<file path="config.mk">
export PLATFORM = sky130hd
export DESIGN_NAME = joystick_panel_link_receiver_top
export DESIGN_NICKNAME = d
export VERILOG_FILES = /design/src/hw/rtl/jplr_pkg.sv /design/src/hw/rtl/jplr_ram.sv /design/src/hw/rtl/jplr_ctrl.sv /design/src/hw/rtl/jplr_dp.sv /design/src/hw/rtl/joystick_panel_link_receiver_top.sv
export SDC_FILE = /design/constraint.sdc
export NUM_CORES = 1
export LEC_CHECK = 0
export BUFFER_PORTS_ARGS = -buffer_cell sky130_fd_sc_hd__buf_2
export CAP_MARGIN = 30
export CORE_UTILIZATION = 55
export CTS_BUF_LIST = sky130_fd_sc_hd__clkbuf_4 sky130_fd_sc_hd__clkbuf_8
export CTS_CLUSTER_DIAMETER = 80
export DETAILED_ROUTE_END_ITERATION = 12
export GPL_TIMING_DRIVEN = 0
export PLACE_DENSITY_LB_ADDON = 0.08
export SLEW_MARGIN = 25
export SYNTH_ARGS = -nofsm -noshare
export SYNTH_HDL_FRONTEND = slang
export SYNTH_SLANG_ARGS = --single-unit
</file>
<file path="constraint.sdc">
create_clock -name clk -period 21.3 [get_ports clk]
set_input_delay 1.065 -clock clk [delete_from_list [all_inputs] [get_ports clk]]
set_output_delay 1.065 -clock clk [all_outputs]
set_load 0.02 [all_outputs]
</file>
<file path="src/hw/rtl/jplr_pkg.sv">
// Shared types, codes and constants for the joystick panel link receiver.
package jplr_pkg;

  localparam int AXIS_COUNT_DEF = 3;
  localparam int AXES_MAX       = 3;
  localparam int DIV_BITS       = 32;

  localparam logic       OP_POLL   = 1'b0;
  localparam logic       OP_BYTE   = 1'b1;
  localparam logic       KIND_TX   = 1'b0;
  localparam logic       KIND_READ = 1'b1;
  localparam logic [1:0] REQ_CAL   = 2'd1;
  localparam logic [1:0] REQ_READ  = 2'd2;
  localparam logic [1:0] CMD_NONE  = 2'd0;
  localparam logic [1:0] CMD_RECAL = 2'd2;
  localparam logic [1:0] CMD_MOTOR = 2'd3;
  localparam logic [1:0] MOTOR_LAST = 2'd2;
  localparam logic [7:0] FRAME_MIN = 8'd4;

  localparam logic [31:0] AXIS_LIMIT = 32'd1095216660;
  localparam logic [9:0]  SPAN_SCALE = 10'd1000;

  // per axis: four table reads, a setup step, then the divide steps
  localparam logic [5:0] STEP_SETUP = 6'd5;
  localparam logic [5:0] STEP_LAST  = 6'(5 + DIV_BITS);

  typedef enum logic [2:0] {
    ST_IDLE,
    ST_CAPTURE,
    ST_REPLY,
    ST_AFTER_CMD,
    ST_FRAME,
    ST_CALC
  } jplr_state_t;

  typedef struct packed {
    logic       take;
    logic       cal_wr;
    logic       cc_clr;
    logic       cc_inc;
    logic       hold_wr;
    logic       last_wr;
    logic       calc_start;
    logic       out_load;
    logic       out_kind;
    logic [1:0] out_tx;
    logic       out_rvalid;
    logic       out_frame;
    logic [1:0] out_motor;
  } jplr_cmd_t;

  typedef struct packed {
    logic       item_valid;
    logic       item_op;
    logic       byte_cmd;
    logic       byte_frame;
    logic [1:0] byte_low;
    logic       cap_last;
    logic       frame_last;
    logic       out_full;
    logic       calc_done;
  } jplr_stat_t;

endpackage

</file>
<file path="src/hw/rtl/jplr_ram.sv">
// Generic single-write, single-read RAM with registered read data.
module jplr_ram #(
  parameter int WIDTH = 8,
  parameter int DEPTH = 12,
  localparam int AW = (DEPTH > 1) ? $clog2(DEPTH) : 1
) (
  input  logic             clk,
  input  logic             wr_en,
  input  logic [AW-1:0]    wr_addr,
  input  logic [WIDTH-1:0] wr_data,
  input  logic [AW-1:0]    rd_addr,
  output logic [WIDTH-1:0] rd_data
);

  logic [WIDTH-1:0] mem [DEPTH];
  logic [WIDTH-1:0] rd_data_r;

  always_ff @(posedge clk) begin
    if (wr_en) begin
      mem[wr_addr] <= wr_data;
    end
    rd_data_r <= mem[rd_addr];
  end

  assign rd_data = rd_data_r;

endmodule

</file>
<file path="src/hw/rtl/jplr_ctrl.sv">
// Link protocol controller: phase state machine, calibration and command flags.
module jplr_ctrl import jplr_pkg::*; #(
  parameter int AXIS_COUNT = AXIS_COUNT_DEF
) (
  input  logic       clk,
  input  logic       rst_n,
  input  jplr_stat_t stat,
  output jplr_cmd_t  cmd
);

  localparam bit SINGLE = (AXIS_COUNT == 1);

  jplr_state_t state_r, state_nxt, first_nxt;
  logic        calibrated_r, calibrated_nxt;
  logic [1:0]  pending_r, pending_nxt;
  logic [1:0]  motors_r, motors_nxt;
  logic        fire;

  assign fire = (state_r != ST_CALC) && stat.item_valid && !stat.out_full;
  assign first_nxt = !stat.byte_frame ? ST_IDLE : (SINGLE ? ST_CALC : ST_FRAME);

  always_comb begin
    state_nxt = state_r;
    case (state_r)
      ST_CALC: begin
        if (stat.calc_done) state_nxt = ST_IDLE;
      end
      default: begin
        if (fire) begin
          if (stat.item_op == OP_POLL) begin
            if (!calibrated_r || pending_r == CMD_RECAL) state_nxt = ST_CAPTURE;
            else state_nxt = ST_REPLY;
          end else begin
            case (state_r)
              ST_CAPTURE: begin
                if (stat.cap_last) state_nxt = calibrated_r ? ST_REPLY : ST_IDLE;
              end
              ST_REPLY: begin
                state_nxt = stat.byte_cmd ? ST_AFTER_CMD : first_nxt;
              end
              ST_AFTER_CMD: state_nxt = first_nxt;
              ST_FRAME: begin
                if (stat.frame_last) state_nxt = ST_CALC;
              end
              default: state_nxt = state_r;
            endcase
          end
        end
      end
    endcase
  end

  always_comb begin
    calibrated_nxt = calibrated_r;
    pending_nxt    = pending_r;
    motors_nxt     = motors_r;
    if (fire && stat.item_op == OP_POLL && calibrated_r) begin
      pending_nxt = CMD_NONE;
      if (pending_r == CMD_MOTOR) begin
        motors_nxt = (motors_r == MOTOR_LAST) ? 2'd0 : motors_r + 2'd1;
      end
    end
    if (fire && stat.item_op == OP_BYTE) begin
      if (state_r == ST_CAPTURE && stat.cap_last) calibrated_nxt = 1'b1;
      if (state_r == ST_REPLY && stat.byte_cmd) pending_nxt = stat.byte_low;
    end
  end

  always_comb begin
    cmd = '0;
    cmd.out_motor = motors_nxt;
    case (state_r)
      ST_CALC: begin
        if (stat.calc_done) begin
          cmd.out_load   = 1'b1;
          cmd.out_kind   = KIND_READ;
          cmd.out_rvalid = 1'b1;
          cmd.out_frame  = 1'b1;
        end
      end
      default: begin
        if (fire) begin
          cmd.take = 1'b1;
          if (stat.item_op == OP_POLL) begin
            cmd.cc_clr   = 1'b1;
            cmd.out_kind = KIND_TX;
            if (!calibrated_r) begin
              cmd.out_load = 1'b1;
              cmd.out_tx   = REQ_CAL;
            end else if (pending_r != CMD_RECAL) begin
              cmd.out_load = 1'b1;
              cmd.out_tx   = REQ_READ;
            end
          end else begin
            case (state_r)
              ST_CAPTURE: begin
                cmd.cal_wr = 1'b1;
                if (stat.cap_last) begin
                  cmd.cc_clr = 1'b1;
                  if (calibrated_r) begin
                    cmd.out_load = 1'b1;
                    cmd.out_kind = KIND_TX;
                    cmd.out_tx   = REQ_READ;
                  end
                end else begin
                  cmd.cc_inc = 1'b1;
                end
              end
              ST_REPLY, ST_AFTER_CMD: begin
                if (!(state_r == ST_REPLY && stat.byte_cmd)) begin
                  if (stat.byte_frame) begin
                    if (SINGLE) begin
                      cmd.last_wr    = 1'b1;
                      cmd.cc_clr     = 1'b1;
                      cmd.calc_start = 1'b1;
                    end else begin
                      cmd.hold_wr = 1'b1;
                      cmd.cc_inc  = 1'b1;
                    end
                  end else begin
                    cmd.out_load = 1'b1;
                    cmd.out_kind = KIND_READ;
                  end
                end
              end
              ST_FRAME: begin
                if (stat.frame_last) begin
                  cmd.last_wr    = 1'b1;
                  cmd.cc_clr     = 1'b1;
                  cmd.calc_start = 1'b1;
                end else begin
                  cmd.hold_wr = 1'b1;
                  cmd.cc_inc  = 1'b1;
                end
              end
              default: begin
              end
            endcase
          end
        end
      end
    endcase
  end

  always_ff @(posedge clk) begin
    if (!rst_n) begin
      state_r      <= ST_IDLE;
      calibrated_r <= 1'b0;
      pending_r    <= CMD_NONE;
      motors_r     <= 2'd0;
    end else begin
      state_r      <= state_nxt;
      calibrated_r <= calibrated_nxt;
      pending_r    <= pending_nxt;
      motors_r     <= motors_nxt;
    end
  end

`ifndef SYNTHESIS
  a_load_free: assert property (@(posedge clk) disable iff (!rst_n)
    cmd.out_load |-> !stat.out_full)
    else $error("result loaded over a waiting result");
  a_done_in_calc: assert property (@(posedge clk) disable iff (!rst_n)
    stat.calc_done |-> state_r == ST_CALC)
    else $error("scaling finished outside calc state");
  a_start_calc: assert property (@(posedge clk) disable iff (!rst_n)
    cmd.calc_start |=> state_r == ST_CALC)
    else $error("scaling started without entering calc state");
  a_cal_sticky: assert property (@(posedge clk) disable iff (!rst_n)
    calibrated_r |=> calibrated_r)
    else $error("calibrated flag dropped");
`endif

endmodule

</file>
<file path="src/hw/rtl/jplr_dp.sv">
// Datapath: input buffer, calibration RAM, axis scaler with serial divider, result register.
module jplr_dp import jplr_pkg::*; #(
  parameter int AXIS_COUNT = AXIS_COUNT_DEF
) (
  input  logic               clk,
  input  logic               rst_n,
  input  logic               in_valid,
  output logic               in_ready,
  input  logic               in_op,
  input  logic [7:0]         in_rx_byte,
  output logic               out_valid,
  input  logic               out_ready,
  output logic               out_kind,
  output logic [1:0]         out_tx_byte,
  output logic signed [31:0] out_axis_x,
  output logic signed [31:0] out_axis_y,
  output logic signed [31:0] out_axis_z,
  output logic               out_reading_valid,
  output logic [1:0]         out_motor_group,
  output logic               out_span_fault,
  input  jplr_cmd_t          cmd,
  output jplr_stat_t         stat
);

  localparam int DEPTH  = 4 * AXIS_COUNT;
  localparam int ADDR_W = $clog2(DEPTH);

  // input buffer
  logic       ib_valid_r;
  logic       ib_op_r;
  logic [7:0] ib_byte_r;

  logic [ADDR_W-1:0] cc_r;
  logic [7:0]        hold0_r, hold1_r, last_r;

  // scaler sequencing
  logic        busy_r, done_r;
  logic [1:0]  ax_r;
  logic [5:0]  step_r;
  logic [7:0]  cal_sh_r [4];
  logic [7:0]  rd_data;
  logic [ADDR_W-1:0] rd_addr;

  logic [17:0] div_r, rem_r;
  logic [31:0] q_r;
  logic        neg_r, dead_r, zero_r;
  logic [31:0] ax_val_r [AXES_MAX];
  logic        fault_r;

  logic [7:0]  a_sel, num;
  logic        below, above, den_neg;
  logic [8:0]  den;
  logic [7:0]  den_mag;
  logic [17:0] div_prod;
  logic [18:0] rem2;
  logic        q_bit;
  logic [31:0] q_fin, val;
  logic        ax_last, step_last;

  // result register
  logic        out_valid_r, out_kind_r, out_rvalid_r, out_fault_r;
  logic [1:0]  out_tx_r, out_motor_r;
  logic [31:0] out_x_r, out_y_r, out_z_r;

  assign in_ready = !ib_valid_r;

  always_ff @(posedge clk) begin
    if (!rst_n) begin
      ib_valid_r <= 1'b0;
    end else if (in_valid && in_ready) begin
      ib_valid_r <= 1'b1;
    end else if (cmd.take) begin
      ib_valid_r <= 1'b0;
    end
  end

  always_ff @(posedge clk) begin
    if (in_valid && in_ready) begin
      ib_op_r   <= in_op;
      ib_byte_r <= in_rx_byte;
    end
  end

  always_ff @(posedge clk) begin
    if (!rst_n) begin
      cc_r <= '0;
    end else if (cmd.cc_clr) begin
      cc_r <= '0;
    end else if (cmd.cc_inc) begin
      cc_r <= cc_r + 1'b1;
    end
  end

  always_ff @(posedge clk) begin
    if (cmd.hold_wr) begin
      if (cc_r[0]) hold1_r <= ib_byte_r;
      else hold0_r <= ib_byte_r;
    end
    if (cmd.last_wr) last_r <= ib_byte_r;
  end

  assign rd_addr = ADDR_W'({ax_r, step_r[1:0]});

  jplr_ram #(
    .WIDTH(8),
    .DEPTH(DEPTH)
  ) u_cal_ram (
    .clk    (clk),
    .wr_en  (cmd.cal_wr),
    .wr_addr(cc_r),
    .wr_data(ib_byte_r),
    .rd_addr(rd_addr),
    .rd_data(rd_data)
  );

  assign ax_last   = (ax_r == 2'(AXIS_COUNT - 1));
  assign step_last = (step_r == STEP_LAST);

  // setup: pick the side of the dead zone and the span
  always_comb begin
    if (ax_last) a_sel = last_r;
    else if (ax_r == 2'd0) a_sel = hold0_r;
    else a_sel = hold1_r;
    below   = a_sel < cal_sh_r[0];
    above   = a_sel > cal_sh_r[1];
    num     = below ? cal_sh_r[0] - a_sel : a_sel - cal_sh_r[1];
    den     = below ? {1'b0, cal_sh_r[0]} - {1'b0, cal_sh_r[2]}
                    : {1'b0, cal_sh_r[3]} - {1'b0, cal_sh_r[1]};
    den_neg = den[8];
    den_mag = den_neg ? 8'(9'd0 - den) : den[7:0];
    div_prod = 18'({10'd0, den_mag} * {8'd0, SPAN_SCALE});
  end

  // one restoring divide step per cycle
  always_comb begin
    rem2  = {rem_r, 1'b0};
    q_bit = rem2 >= {1'b0, div_r};
    q_fin = {q_r[30:0], q_bit};
    if (dead_r) val = '0;
    else if (zero_r) val = neg_r ? 32'd0 - AXIS_LIMIT : AXIS_LIMIT;
    else val = neg_r ? 32'd0 - q_fin : q_fin;
  end

  always_ff @(posedge clk) begin
    if (!rst_n) begin
      busy_r <= 1'b0;
      done_r <= 1'b0;
      ax_r   <= 2'd0;
      step_r <= '0;
    end else begin
      done_r <= 1'b0;
      if (cmd.calc_start) begin
        busy_r <= 1'b1;
        ax_r   <= 2'd0;
        step_r <= '0;
      end else if (busy_r) begin
        if (step_last) begin
          step_r <= '0;
          if (ax_last) begin
            busy_r <= 1'b0;
            done_r <= 1'b1;
          end else begin
            ax_r <= ax_r + 2'd1;
          end
        end else begin
          step_r <= step_r + 6'd1;
        end
      end
    end
  end

  always_ff @(posedge clk) begin
    if (cmd.calc_start) begin
      for (int i = 0; i < AXES_MAX; i++) ax_val_r[i] <= '0;
      fault_r <= 1'b0;
    end else if (busy_r) begin
      if (step_r >= 6'd1 && step_r <= 6'd4) begin
        cal_sh_r[0] <= cal_sh_r[1];
        cal_sh_r[1] <= cal_sh_r[2];
        cal_sh_r[2] <= cal_sh_r[3];
        cal_sh_r[3] <= rd_data;
      end
      if (step_r == STEP_SETUP) begin
        div_r  <= div_prod;
        rem_r  <= {10'd0, num};
        neg_r  <= below ^ den_neg;
        dead_r <= !below && !above;
        zero_r <= (den_mag == 8'd0);
      end else if (step_r > STEP_SETUP) begin
        rem_r <= q_bit ? rem2[17:0] - div_r : rem2[17:0];
        q_r   <= q_fin;
      end
      if (step_last) begin
        ax_val_r[ax_r] <= val;
        if (!dead_r && zero_r) fault_r <= 1'b1;
      end
    end
  end

  always_ff @(posedge clk) begin
    if (!rst_n) begin
      out_valid_r <= 1'b0;
    end else if (cmd.out_load) begin
      out_valid_r <= 1'b1;
    end else if (out_ready) begin
      out_valid_r <= 1'b0;
    end
  end

  always_ff @(posedge clk) begin
    if (cmd.out_load) begin
      out_kind_r   <= cmd.out_kind;
      out_tx_r     <= cmd.out_tx;
      out_rvalid_r <= cmd.out_rvalid;
      out_motor_r  <= cmd.out_motor;
      out_fault_r  <= cmd.out_frame & fault_r;
      out_x_r      <= cmd.out_frame ? ax_val_r[0] : '0;
      out_y_r      <= cmd.out_frame ? ax_val_r[1] : '0;
      out_z_r      <= cmd.out_frame ? ax_val_r[2] : '0;
    end
  end

  assign out_valid         = out_valid_r;
  assign out_kind          = out_kind_r;
  assign out_tx_byte       = out_tx_r;
  assign out_axis_x        = out_x_r;
  assign out_axis_y        = out_y_r;
  assign out_axis_z        = out_z_r;
  assign out_reading_valid = out_rvalid_r;
  assign out_motor_group   = out_motor_r;
  assign out_span_fault    = out_fault_r;

  assign stat.item_valid = ib_valid_r;
  assign stat.item_op    = ib_op_r;
  assign stat.byte_cmd   = (ib_byte_r == {6'd0, CMD_RECAL}) || (ib_byte_r == {6'd0, CMD_MOTOR});
  assign stat.byte_frame = ib_byte_r >= FRAME_MIN;
  assign stat.byte_low   = ib_byte_r[1:0];
  assign stat.cap_last   = (cc_r == ADDR_W'(DEPTH - 1));
  assign stat.frame_last = (cc_r == ADDR_W'(AXIS_COUNT - 1));
  assign stat.out_full   = out_valid_r;
  assign stat.calc_done  = done_r;

endmodule

</file>
<file path="src/hw/rtl/joystick_panel_link_receiver_top.sv">
// Top level of the joystick panel link receiver.
//
//   channel | ports               | beat
//   --------+---------------------+-----------------------------------------------
//   in      | in_valid / in_ready | op, rx_byte: one poll or one received byte
//   out     | out_valid/out_ready | kind, tx_byte, axis_x/y/z, reading_valid,
//           |                     | motor_group, span_fault
//
// A beat lands in a one-entry input buffer and is handled once the scaler is idle and no
// result waits on out_ready. The last byte of an axis frame starts the scaler: per axis
// four calibration RAM reads, a setup step and 32 steps of the shared restoring divider.
// Reset is synchronous with no clearing pass; the calibration RAM holds nothing until
// the first capture. One input beat is buffered while a result waits on out_ready.
module joystick_panel_link_receiver_top import jplr_pkg::*; #(
  parameter int AXIS_COUNT = AXIS_COUNT_DEF
) (
  input  logic               clk,
  input  logic               rst_n,
  input  logic               in_valid,
  output logic               in_ready,
  input  logic               in_op,
  input  logic [7:0]         in_rx_byte,
  output logic               out_valid,
  input  logic               out_ready,
  output logic               out_kind,
  output logic [1:0]         out_tx_byte,
  output logic signed [31:0] out_axis_x,
  output logic signed [31:0] out_axis_y,
  output logic signed [31:0] out_axis_z,
  output logic               out_reading_valid,
  output logic [1:0]         out_motor_group,
  output logic               out_span_fault
);

  jplr_cmd_t  cmd;
  jplr_stat_t stat;

  jplr_ctrl #(
    .AXIS_COUNT(AXIS_COUNT)
  ) u_ctrl (
    .clk  (clk),
    .rst_n(rst_n),
    .stat (stat),
    .cmd  (cmd)
  );

  jplr_dp #(
    .AXIS_COUNT(AXIS_COUNT)
  ) u_dp (
    .clk              (clk),
    .rst_n            (rst_n),
    .in_valid         (in_valid),
    .in_ready         (in_ready),
    .in_op            (in_op),
    .in_rx_byte       (in_rx_byte),
    .out_valid        (out_valid),
    .out_ready        (out_ready),
    .out_kind         (out_kind),
    .out_tx_byte      (out_tx_byte),
    .out_axis_x       (out_axis_x),
    .out_axis_y       (out_axis_y),
    .out_axis_z       (out_axis_z),
    .out_reading_valid(out_reading_valid),
    .out_motor_group  (out_motor_group),
    .out_span_fault   (out_span_fault),
    .cmd              (cmd),
    .stat             (stat)
  );

endmodule
</file>
# Yosys cells after proc, flatten, opt, wreduce, memory -nomap -nowiden
# Memories as Yosys holds them, arrays and structs flattened. A register that Yosys moved wholly into a read port is not among the register bits.
# Cells that the tools add are included.
# totals
mem_count,3
output_inout_bits,105
in_bits,13
register_bits,132
mem_bits_rw,224
# mem_list
name,depth,width,read_ports,rd_ports_with_merged_regs,write_ports,line,rtl
u_dp.ax_val_r,3,32,3,3,3,jplr_dp.sv:47,logic [31:0] ax_val_r [AXES_MAX];
u_dp.u_cal_ram.mem,12,8,1,1,1,jplr_ram.sv:15,logic [WIDTH-1:0] mem [DEPTH];
u_dp.cal_sh_r,4,8,4,0,4,jplr_dp.sv:40,logic [7:0] cal_sh_r [4];
# op_classes
n_bitwise,11
mux,85
reduce_logical,43
order_cmp,7
eq_ne,21
add_sub_neg,11
n_mul,1
# op_table
cell,n
32-bit 2-to-1 mux,5
2-bit 2-to-1 mux,21
8-bit 2-to-1 mux,5
18-bit 2-to-1 mux,2
32-bit OR reduction,1
1-bit by 32-bit subtractor with 32-bit output (first input constant),1
1-bit 2-to-1 mux,31
3-bit 2-to-1 mux,8
19-bit by 18-bit greater-or-equal comparator with 1-bit output,1
18-bit subtractor,1
8-bit by 8-bit subtractor with 9-bit output,2
8-bit by 2-bit equality test with 1-bit output (second input constant),2
4-bit 2-to-1 mux,4
8-bit subtractor,2
8-bit by 7-bit multiplier with 15-bit output (second input constant),1
3-bit one-hot mux with 4 select lines,1
3-bit AND reduction,4
1-bit logical AND,11
11-bit 2-to-1 mux,1
1-bit zero test,9
9-bit 2-to-1 mux,1
1-bit inverter,9
2-bit equality test (second input constant),4
8-bit by 3-bit greater-or-equal comparator with 1-bit output (second input constant),1
37 further kinds,51

# Longest topological paths before layout
# logic_depth
depth_word,12
ltp_mapped,35
mapped_depth_nobuf,32

# Modules after synthesis
# A second synthesis with hierarchy kept.
# unflattened
hier_cells,1779
hier_area_um2,22399.0
# by_module_without_submodules
module,cells_each,instances,seq_area_each_um2,area_each_um2
jplr_dp,1494,1,10279.9,17750.8
jplr_ram,182,1,3042.9,3873.7
jplr_ctrl,103,1,160.2,774.5

# Worst setup path after synthesis
# Ideal clock, no wire load.
# synth_timing
path_type,reg-to-reg
from,register u_dp.ax_r[0]
to,register u_dp.div_r[15] (data pin)
required_time_ns,21.042
t_arrival_ns,7.523
path_stages_with_launch,33
period_less_slack_ns,7.781
n_path_buf,4
path_slack_ns,13.519
path_cell_list,dfxtp_1 > clkbuf_1 > clkinv_1 > ha_1 > clkbuf_1 > clkbuf_1 > mux2i_1 > o21ai_0 > inv_1 > ha_1 > nand4_1 > a21oi_1 > o31a_1 > buf_2 > mux2i_1 > nand2b_1 > xor2_1 > inv_1 > fa_1 > inv_1 > fa_1 > inv_1 > fa_1 > fa_1 > inv_1 > ha_1 > nor2b_1 > o21a_1 > o311a_1 > o21a_1 > o21ai_0 > nor2b_1 > xnor2_1
# synth_via
elab_chain_len,8
# synth_lines
element,line,rtl
"start, declared",jplr_dp.sv:38,logic [1:0] ax_r;
"start signal, assigned",jplr_dp.sv:163,ax_r <= ax_r + 2'd1;
2-bit zero test,jplr_dp.sv:122,else if (ax_r == 2'd0) a_sel = hold0_r;
8-bit 2-to-1 mux,jplr_dp.sv:122,
8-bit 2-to-1 mux *,jplr_dp.sv:121,if (ax_last) a_sel = last_r;
8-bit < comparator *,jplr_dp.sv:124,below = a_sel < cal_sh_r[0];
9-bit 2-to-1 mux *,jplr_dp.sv:127,"den = below ? {1'b0, cal_sh_r[0]} - {1'b0, cal_sh_r[2]}"
named net u_dp.den[0],jplr_dp.sv:52,logic [8:0] den;
1-bit by 8-bit subtractor with 8-bit output *,jplr_dp.sv:130,den_mag = den_neg ? 8'(9'd0 - den) : den[7:0];
8-bit 2-to-1 mux *,jplr_dp.sv:130,
named net u_dp.den_mag[1],jplr_dp.sv:53,logic [7:0] den_mag;
8-bit by 7-bit multiplier with 15-bit output *,jplr_dp.sv:131,"div_prod = 18'({10'd0, den_mag} * {8'd0, SPAN_SCALE});"
named net u_dp.div_prod[15],jplr_dp.sv:54,logic [17:0] div_prod;
"end signal, assigned",jplr_dp.sv:184,div_r <= div_prod;
"end, declared",jplr_dp.sv:44,"logic [17:0] div_r, rem_r;"
# The timed path passes the listed nets; every way through them passes the cells marked *.
# A chain may end at the register's enable or synchronous reset.

# Final worst setup path
# layout_timing
from,register u_dp.ax_r[0]
to,register u_dp.div_r[17] (data pin)
# Same word-level chain as after synthesis.

==> impl_metrics.ini <==
[clock_tree]
cts_root_buf = clkbuf_8
cts.sinks = 460
cts_tree = done
cts_resized = 0
clock_path_buffers = 3
htreeDepth = 3
numCtsBuffers = 75
path_clk_slew_ns = 0.07
post_cts_buffers = 0
hold_buffers = 0
clock_latency_ns = 0.63

[floorplan]
start_util_pct = 56.2
dieArea_sq_um = 40600
core_sq_um = 39000
num_io_pins = 118
die_y_um = 202
fp.dieW_um = 202
rows = 72

[setup_path]
timing.critical_path.fanout_max = 10
path_class = flip-flop to flip-flop
cp_common_cell = inv_1
endpoint_kind = flip-flop
reg2reg_depth = 32
arrival_ns = 9.61
worst_path_largest_cell_delay_ns = 0.51
startpoint_type = flip-flop
crit_path_top_delay_cell = fa_1
crit_required_ns = 21.65

[timing]
fin_worst_hold_slack_ns = 0.399
clock_skew_ns = 0.0296
min_period_ns = 9.25
finalSetupTns_ns = 0
report.final.hold_viol_count = 0
maxSlewHeadroom_pct = 37.0
fmax_ghz = 0.108
setup_slack_ns = 12.05
final-max-slew-violation-count = 0
setup_violations = 0
finalCritPeriodShare_pct = 43.5
worst_pin_slew_ns = 0.942
rsz0062_at_grt = no

[synth]
ys.flop_type = edfxtp_1
avgSynthCellArea_sq_um = 12.8
yosysSeqAreaShare_pct = 61.5
synth_mux_area_share_pct = 4.00
synth_seq_cells = 460
synthAdderAreaFrac_pct = 7.70
synth_simple_gate_area_share_pct = 13.6
synth_top_family_by_area = simple AND/OR/NAND/NOR gates
async_flop_share_pct = 0
synthesis.nets = 1842
synth_compound_area_share_pct = 7.06
netlist_instances = 1708
ys_warn_count = 0
syn_area_sq_um = 21900
yosys.area_share.xor_xnor_pct = 3.11
synthDistinctLibCells = 77
synth_edf_count = 427

[place]
place_ws_ns = 12.10
dp_hpwl_mm = 35.3
placed_cell_area_sq_um = 23300
io_buffers = 117
gp_congestion = 0.921

[drt]
first_iter_violations = 969
drc_errors = 0
firstDrtPassIters = 7
drt_wl_total_mm = 48.9
detail_route.vias_per_cell = 5.58
antenna_left = 0
drt-wirelength-per-cell_um = 19.7
vias = 13883

[layout]
nets = 2045
fill_cells = 3014
multi_input_area_sq_um = 7810
seq_area_sq_um = 13500
area_growth_pct = 13.3
stdcell_area_sq_um = 24800
drive_above_1_share_pct = 16.0
num_antenna_cells = 0

[pwr]
peakVddDrop_uv = 62.5
p_per_area_nw_per_um2 = 74.1
p_total_mw = 1.84
leakagePower_nw = 9.23

[global_route]
overflow = 0
grt_max_degree = 55
grtUsageTotal_pct = 24.7
grt_pass1_wl_mm = 76.1
grt_pass1_vias = 13955
antenna_found_initial = 0

[worst_hold_path]
whs_path_depth = 0
min_path_type = flip-flop to flip-flop

[run]
maxCapViolCount = 0

[status]
status = finished, final reports clean
## state kept, by name, summed over array words and instances (netlist names), 3 cells and up
name	count
u_dp.ax_val_r	96
u_dp.u_cal_ram.mem	96
u_dp.cal_sh_r	32
u_dp.out_axis_x	32
u_dp.out_axis_y	32
u_dp.out_axis_z	32
u_dp.q_r	31
u_dp.rem_r	18
u_dp.div_r	15
u_dp.hold0_r	8
u_dp.hold1_r	8
u_dp.ib_byte_r	8
u_dp.last_r	8
u_dp.u_cal_ram.rd_data	8
u_dp.step_r	6
u_dp.cc_r	4
u_ctrl.state_r	3
## logic make-up (layout without fill, tap and decap cells)
| logic type | Yosys count | after routing |
|---|---|---|
| compound gates | 232 | 232 |
| mux | 57 | 57 |
| flops | 460 | 460 |
| buf+inv | 174 | 437 |
| simple gates | 590 | 590 |
| xor+xnor | 74 | 74 |
| fa+ha+maj | 121 | 121 |
## metal layers
| layer | wire [um] | vias up | share of wire (%) | track usage (%) |
|---|---|---|---|---|
| met5 | 0 | - | 0 | 0 |
| met4 | 1480 | 0 | 3.0 | 9.55 |
| met3 | 2460 | 106 | 5.0 | 3.81 |
| met2 | 24000 | 415 | 49 | 41.5 |
| met1 | 21000 | 6738 | 43 | 32.4 |
| li1 | - | 6624 | - | - |
## power breakdown
part	switching (mW)	internal, mW
Combinational	0.0449	0.0288
Clock	0.344	0.418
Sequential	0.00825	0.994
## synthesized netlist by cell type, drive strengths merged, types with 5 or more instances
library cell | count | area, sq um
buf | 12 | 55.1
mux4 | 24 | 541
mux2i | 28 | 280
ha | 98 | 1230
o21a | 7 | 52.6
a31oi | 18 | 113
o41ai | 5 | 62.6
a21o | 18 | 135
nor2b | 31 | 194
a21boi | 6 | 56.3
and3 | 116 | 726
or3 | 10 | 62.6
o21bai | 7 | 52.6
and2 | 26 | 163
o22ai | 10 | 62.6
fa | 23 | 460
nor3 | 25 | 135
mux2 | 5 | 56.3
a211oi | 8 | 77.6
nand2b | 23 | 144
nand3b | 5 | 37.5
nand4 | 10 | 62.6
or2 | 9 | 56.3
nand2 | 108 | 405
o211ai | 5 | 47.5
nor2 | 184 | 691
edfxtp | 427 | 12800
nor4 | 7 | 43.8
nor3b | 9 | 67.6
o21ai | 54 | 270
xor2 | 22 | 211
xnor2 | 52 | 470
dfxtp | 33 | 661
a21oi | 63 | 319
nand3 | 14 | 70.1
clkbuf | 61 | 229
inv | 99 | 374
## cell usage in the layout (no fill, tap or decap), types with 12 or more instances in the layout
cell type    n
edfxtp_1   427
nor2_1     182
buf_2      125
and3_1     116
nand2_1    105
ha_1        98
inv_1       97
clkbuf_8    81
clkbuf_1    61
a21oi_1     61
o21ai_0     54
xnor2_1     50
dfxtp_1     33
nor2b_1     31
mux2i_1     28
and2_1      26
mux4_2      24
nand2b_1    23
fa_1        23
clkinv_1    22
nor3_1      21
xor2_1      21
a21o_1      18
a31oi_1     18
clkbuf_4    16
nand3_1     14
clkinv_2    12
## per-stage QoR
stage                     util, %  cells
after global placement       59.3   2343
after global routing         63.6   2489
after detailed placement     59.8   2350
after CTS                    63.6   2487
after floorplan                 -   1708
final                        63.6   2489
## worst paths after layout
path / start / endpoint / slack [ns]
max: u_dp.ax_r[0] / u_dp.div_r[17] / 12.05
min: u_dp.u_cal_ram.rd_data[2] / u_dp.cal_sh_r[3][2] / 0.40
max reg2reg: u_dp.ax_r[0] / u_dp.div_r[17] / 12.05
min reg2reg: u_dp.u_cal_ram.rd_data[2] / u_dp.cal_sh_r[3][2] / 0.40
## worst max-delay path: cells and delay by family, from the launching register on
| family | cells | cell delay, ns |
|---|---|---|
| adders and majority gates | 7 | 2.94 |
| buffers and inverters | 10 | 2.12 |
| AOI/OAI and AO/OA | 8 | 2.00 |
| muxes | 2 | 0.70 |
| xor gates and xnor gates | 2 | 0.49 |
| and+or+nand+nor | 3 | 0.39 |
| DFF | 1 | 0.34 |
## cell type report
| cell class | count | share of cell area (%) |
|---|---|---|
| buffer | 73 | 1.14 |
| clock buffer | 97 | 4.97 |
| clock inverter | 40 | 1.08 |
| inverter | 101 | 1.54 |
| multi-input combinational | 1074 | 31.5 |
| sequential | 460 | 54.3 |
| tap | 518 | 2.61 |
| timing repair buffer | 126 | 2.88 |
(Power assumes the default switching activity.)
